### config.mk
export PLATFORM = sky130hd
export DESIGN_NAME = bpa_busy
export DESIGN_NICKNAME = d
export VERILOG_FILES = /design/src/hdl/bpa_busy.sv
export SDC_FILE = /design/constraint.sdc
export NUM_CORES = 1
export LEC_CHECK = 0
export BUFFER_PORTS_ARGS = -buffer_cell sky130_fd_sc_hd__buf_2
export CORE_ASPECT_RATIO = 0.7
export CORE_MARGIN = 2
export CORE_UTILIZATION = 39
export CTS_BUF_LIST = sky130_fd_sc_hd__clkbuf_16
export CTS_CLUSTER_SIZE = 20
export DETAILED_ROUTE_END_ITERATION = 6
export PLACE_DENSITY = 0.53
export SYNTH_ARGS = -nofsm -noshare
export SYNTH_HDL_FRONTEND = slang
export SYNTH_SLANG_ARGS = --single-unit
export TNS_END_PERCENT = 30
### constraint.sdc
create_clock -name clock -period 3.7 [get_ports clock]
set_clock_uncertainty 0.2 [all_clocks]
set_input_delay 0.185 -clock clock [delete_from_list [all_inputs] [get_ports clock]]
set_output_delay 0.185 -clock clock [all_outputs]
set_load 0.02 [all_outputs]
### src/hdl/bpa_busy.sv
`default_nettype none
module bpa_busy #(
   parameter int POOL_SIZE = 1024,
   parameter int IDW = 10,
   parameter int DW = 11
) (
   input  logic           clock,
   input  logic           wr_en,
   input  logic [IDW-1:0] wr_addr,
   input  logic           wr_bit,
   input  logic           rd_en,
   input  logic [IDW-1:0] rd_addr,
   input  logic [DW-1:0]  low_mark,
   output logic           busy
);

   logic           mem [POOL_SIZE];
   logic           rd_data_ff;
   logic           touched_ff;
   logic [DW:0]    reach;

   // Ids below POOL_SIZE - low_mark were handed out at least once, so their
   // entries have been written; all others read as free.
   assign reach = (DW+1)'(rd_addr) + (DW+1)'(low_mark);

   always_ff @(posedge clock) begin
      if (wr_en) begin
         mem[wr_addr] <= wr_bit;
      end
      if (rd_en) begin
         rd_data_ff <= mem[rd_addr];
         touched_ff <= (reach < (DW+1)'(POOL_SIZE));
      end
   end

   assign busy = touched_ff & rd_data_ff;

endmodule
`default_nettype wire

**Word-level counts from Yosys, hierarchy flattened**

Memory sizes are Yosys's and may differ from the RTL's. A register that Yosys moved wholly into a read port is not among the register bits.
Cells that the tools add are included.

- Mux-type cells: 2
- Add/sub/neg operators: 1
- Order comparisons: 1
- Bitwise operators: 1

Operators by type and width:

| operator | number |
|---|---|
| $add 10x11->12 | 1 |
| $lt 12x11->1 const B | 1 |
| $mux 1 | 2 |
| $and 1x1->1 | 1 |

- Output and inout port bits: 1
- Word-level logic and storage cells: 7
- Input bits: 35
- Memory bits (writable): 1024
- Register bits after elaboration: 1
- Memories: 1

Memories:

| memory | depth | bits a word | read ports | clocked after Yosys merged registers in | write ports | line | text |
|---|---|---|---|---|---|---|---|
| mem | 1024 | 1 | 1 | 1 | 1 | 17 | `logic mem [POOL_SIZE];` |

**Logic depth before layout (Yosys ltp)**

- Depth after elaboration: 2
- Depth in mapped cells: 11
- Mapped depth without buffers: 8

**Worst setup path before layout**

No wires, ideal clock.

- Path kind: input to register
- Start point: in rd_addr[0]
- End point: reg rd_data_ff, read port of mem, data pin
- Setup time: 264 ps
- Path buffers: 4
- Required time: 3236 ps
- Stages: 11
- Slack: 1308 ps
- Arrival time: 1928 ps
- Cell sequence: buf_6 > buf_12 > buf_4 > buf_4 > mux4_2 > a22oi_1 > a21oi_1 > nor3_1 > nand2_1 > nand4b_1 > nand4_1

RTL lines:

| element | line | text |
|---|---|---|
| start: declaration | 12 | `input logic [IDW-1:0] rd_addr,` |
| end: declaration | 18 | `logic rd_data_ff;` |

==> metrics.json <==
{
  "outcome": {
    "outcome": "finished clean"
  },
  "timing": {
    "layout_min_cycle_time_ps": 3429,
    "final_min_period_over_clock_period_pct": 92.68,
    "slew_headroom_pct": 18.76,
    "tightestPinTransition_ps": 1216,
    "timing.final.setup_violations": 0,
    "fin_hold_ws_ps": 129.6,
    "fmax_ghz": 0.2916,
    "slew_viol_final": 0,
    "post_route_setup_tns_ps": 0,
    "rsz0062_at_grt": "false",
    "timing_hold_violations_final": 0
  },
  "synthesis": {
    "synth-edff-count": 1026,
    "netlist_instances": 3114,
    "synth.yosys.seq_area_share_pct": 68.87,
    "avgSynthCellArea_sq_um": 14.37,
    "yosys_register_bits": 1026,
    "postSynth.topFlopCell": "sky130_fd_sc_hd__edfxtp_1",
    "number_of_warning_messages_in_the_yosys_log": 0,
    "synth.top_cell.area_share_pct": 68.87,
    "synth_top_cells_by_area": "sky130_fd_sc_hd__edfxtp_1, sky130_fd_sc_hd__mux4_2, sky130_fd_sc_hd__nor2_1",
    "synthArstFlopShare_pct": 0,
    "postSynthNetCount": 3158,
    "ys_types": 63,
    "synthDominantAreaCellType": "sky130_fd_sc_hd__edfxtp_1",
    "syn-cell-area_sq_um": 44740
  },
  "worst_setup_path": {
    "crit_slowest_cell": "sky130_fd_sc_hd__dlygate4sd3_1",
    "timing.critical_path.required_ps": 3950,
    "start_kind": "register",
    "worst_ep_arrival_time_ps": 3680,
    "worst_setup_path_end_kind": "register",
    "criticalPathCategory": "reg2reg",
    "cp_cell_sequence": "mux4_1 > mux2_2 > o221ai_1 > o311ai_0 > o211ai_1 > a211o_1 > nand4_1 > dlygate4sd3_1",
    "crit_path_max_incr_delay_ps": 560,
    "critPathBufInv": 1,
    "crit_path_max_fanout": 1,
    "family_with_the_most_delay_on_the_worst_path": "compound AO/OA/AOI/OAI gates"
  },
  "grt": {
    "first_pass_grt_wire_length_um": 193700,
    "largest_net_degree_at_the_start_of_global_routing": 141,
    "grt.busiest_layer": "met2",
    "grt_use_met3_pct": 5.161,
    "grt_overflow": 0,
    "grt_antenna_before_repair": 4,
    "grt.total_usage_pct": 23.08,
    "grt_pass1_vias": 27140,
    "grt_use_met1_pct": 34.03,
    "groute.layer.met2.usage_pct": 34.92
  },
  "route": {
    "drc": 0,
    "routedWlPerCell_um": 28.66,
    "drtPass1Iterations": 5,
    "ant_nets": 0,
    "vias": 27600,
    "via_per_instance_ratio": 5.807,
    "drt_wl_total_um": 136200,
    "drt_iter0_markers": 3710
  },
  "floorplan": {
    "floorplan.die_area_sq_um": 117500,
    "floorplan.rows": 103,
    "chipHeight_um": 287.4,
    "initial_core_util_pct": 39.49,
    "dieWidth_um": 408.8,
    "io-pin-count": 36,
    "design.core.area_sq_um": 113300
  },
  "clock_tree": {
    "clk_slew_on_worst_s_h_paths_ps": 60,
    "cts.root.buffer_cell": "sky130_fd_sc_hd__clkbuf_16",
    "numCtsBuffers": 103,
    "cts_tree": "yes",
    "cts_max_path_buffers": 3,
    "cts-resized-gates": 0,
    "clk_sinks": 1026,
    "cts.htree.levels": 3,
    "clock_latency_ps": 710
  },
  "pwr": {
    "power_leakage_uw": 0.01530,
    "vdd.ir_drop.worst_mv": 0.3906,
    "power_uw": 24840,
    "p_per_area_nw_per_um2": 488.3
  },
  "place": {
    "post_dp_cell_area_sq_um": 47280,
    "detailed_place_hpwl_um": 79920,
    "placement.io_buffers": 35,
    "routabilityCongestion": 0.8358
  },
  "run": {
    "max-cap-violations": 0
  },
  "layout": {
    "layout-area-overhead-vs-synth_pct": 13.73,
    "post_route_cells_drive_above_1_share_pct": 19.50,
    "finalNetCount": 3188,
    "layout.cell_area.non_filler_sq_um": 50880
  },
  "worst_hold_path": {
    "kind_of_path_behind_the_tightest_hold_check": "in2reg"
  }
}
[final cells by class]
class	instances	area, sq um
diodes	1	2.502
clock buffers	105	2628
clock inverters	86	798.3
fillers	10040	62400
inverters	3	11.26
multi-input cells	1787	12720
flip-flops and latches	1026	30810
well taps	1522	1904
repair buffers	223	2009
[report_power, final]
group,switching [uW],internal [uW]
Combinational,906,476
Clock,4590,6070
Sequential,3.67,12800
[kinds of logic (layout without fill, tap and decap cells)]
kind of cell / after synthesis / in the layout / synth area share, %
fa+ha+maj: 9 / 9 / 0.2517
other cells: 0 / 1 / 0
compound gates: 200 / 200 / 3.186
flops: 1026 / 1026 / 68.87
simple gates: 1268 / 1268 / 11.40
buf+inv: 301 / 417 / 3.057
mux: 310 / 310 / 13.24
[registers in the layout, indices dropped and copies added, names as in the netlist]
name	flops
mem	1024
rd_data_ff	1
touched_ff	1
[layer usage]
layer  up-vias  part of all wire, %  wire length (um)
met4         2                  2.1              2876
met3       176                   10             14050
met5         -               0.0095                13
met1     14490                   43             58770
li1      11550                    -                 -
met2      1380                   44             60520
[synthesized netlist by cell type, types with 4 or more instances]
cell / n
sky130_fd_sc_hd__nor2_1: 1034
sky130_fd_sc_hd__edfxtp_1: 1026
sky130_fd_sc_hd__mux4_2: 193
sky130_fd_sc_hd__clkbuf_1: 174
sky130_fd_sc_hd__nand2_1: 90
sky130_fd_sc_hd__a22oi_1: 66
sky130_fd_sc_hd__mux2i_1: 58
sky130_fd_sc_hd__buf_1: 55
sky130_fd_sc_hd__nand3_1: 39
sky130_fd_sc_hd__mux2_2: 37
sky130_fd_sc_hd__buf_2: 36
sky130_fd_sc_hd__a21oi_1: 23
sky130_fd_sc_hd__mux4_1: 22
sky130_fd_sc_hd__nor3_1: 21
sky130_fd_sc_hd__o21ai_0: 21
sky130_fd_sc_hd__buf_4: 20
sky130_fd_sc_hd__a211oi_1: 19
sky130_fd_sc_hd__nor2b_1: 17
sky130_fd_sc_hd__o22ai_1: 17
sky130_fd_sc_hd__nand2b_1: 11
sky130_fd_sc_hd__nand4_1: 11
sky130_fd_sc_hd__buf_6: 9
sky130_fd_sc_hd__ha_1: 9
sky130_fd_sc_hd__nor3b_1: 9
sky130_fd_sc_hd__o211ai_1: 8
sky130_fd_sc_hd__and3_1: 6
sky130_fd_sc_hd__and3b_1: 6
sky130_fd_sc_hd__nor4_1: 6
sky130_fd_sc_hd__a22o_1: 5
sky130_fd_sc_hd__o22a_1: 5
sky130_fd_sc_hd__a211o_1: 4
sky130_fd_sc_hd__a221oi_1: 4
sky130_fd_sc_hd__nand3b_1: 4
sky130_fd_sc_hd__o221ai_1: 4
sky130_fd_sc_hd__o31ai_1: 4
[layout by cell type, fill, tap and decap left out, drive strengths merged, types with 4 or more instances in the layout]
cell         synthesis  final
nand4               11     11
o221ai               4      4
inv                  3     22
mux2i               58     58
mux2                37     37
nor4                 6      6
and3                 6      6
nand3               39     39
mux4               215    215
a211o                4      4
edfxtp            1026   1026
o22ai               17     17
nor2              1034   1034
nand2b              11     11
nand2               90     90
nor3                21     21
clkinv               0     45
nor2b               17     17
o22a                 5      5
o211ai               8      8
a22oi               67     67
a22o                 5      5
buf                123    206
a211oi              20     20
o31ai                4      4
nor3b                9      9
ha                   9      9
clkinvlp             0      9
clkbuf             175    105
and2                 4      4
and3b                6      6
dlygate4sd3          0     17
a221oi               4      4
a21oi               23     23
nand3b               4      4
bufinv               0     13
o21ai               22     22
[path summary, 6_finish.rpt]
path	end	slack [ps]	startpoint	depth (start not counted)
setup / recovery	rd_data_ff$_DFFE_PP_	270	mem[49]$_DFFE_PP_	8
hold / removal	mem[169]$_DFFE_PP_	130	wr_addr[6]	4
setup reg to reg	rd_data_ff$_DFFE_PP_	270	mem[49]$_DFFE_PP_	8
hold reg to reg	rd_data_ff$_DFFE_PP_	1490	mem[271]$_DFFE_PP_	6
[stage by stage]
stage / utilization (%) / instances / setup WS [ps]
global placement: 41.74 / 4544 / 164.6
CTS: 44.91 / 4752 / 367.5
floorplan: - / 3114 / 1308
finish: 44.91 / 4753 / 270.8
global route: 44.91 / 4752 / 79.47
detailed placement: 41.74 / 4544 / 260.4
[timing repair]
item,in CTS,in global routing
endpoints found under the hold margin,168,0
setup buffers,0,0
hold buffers,17,0
[worst register-to-register path: cells and delay by family (launching register included)]
kind	cells	cell delay (ps)
simple gates	1	110
buf+inv	1	560
flops	1	370
mux	2	770
compound gates	4	1170
No activity file was read; power rests on OpenSTA's default activity.
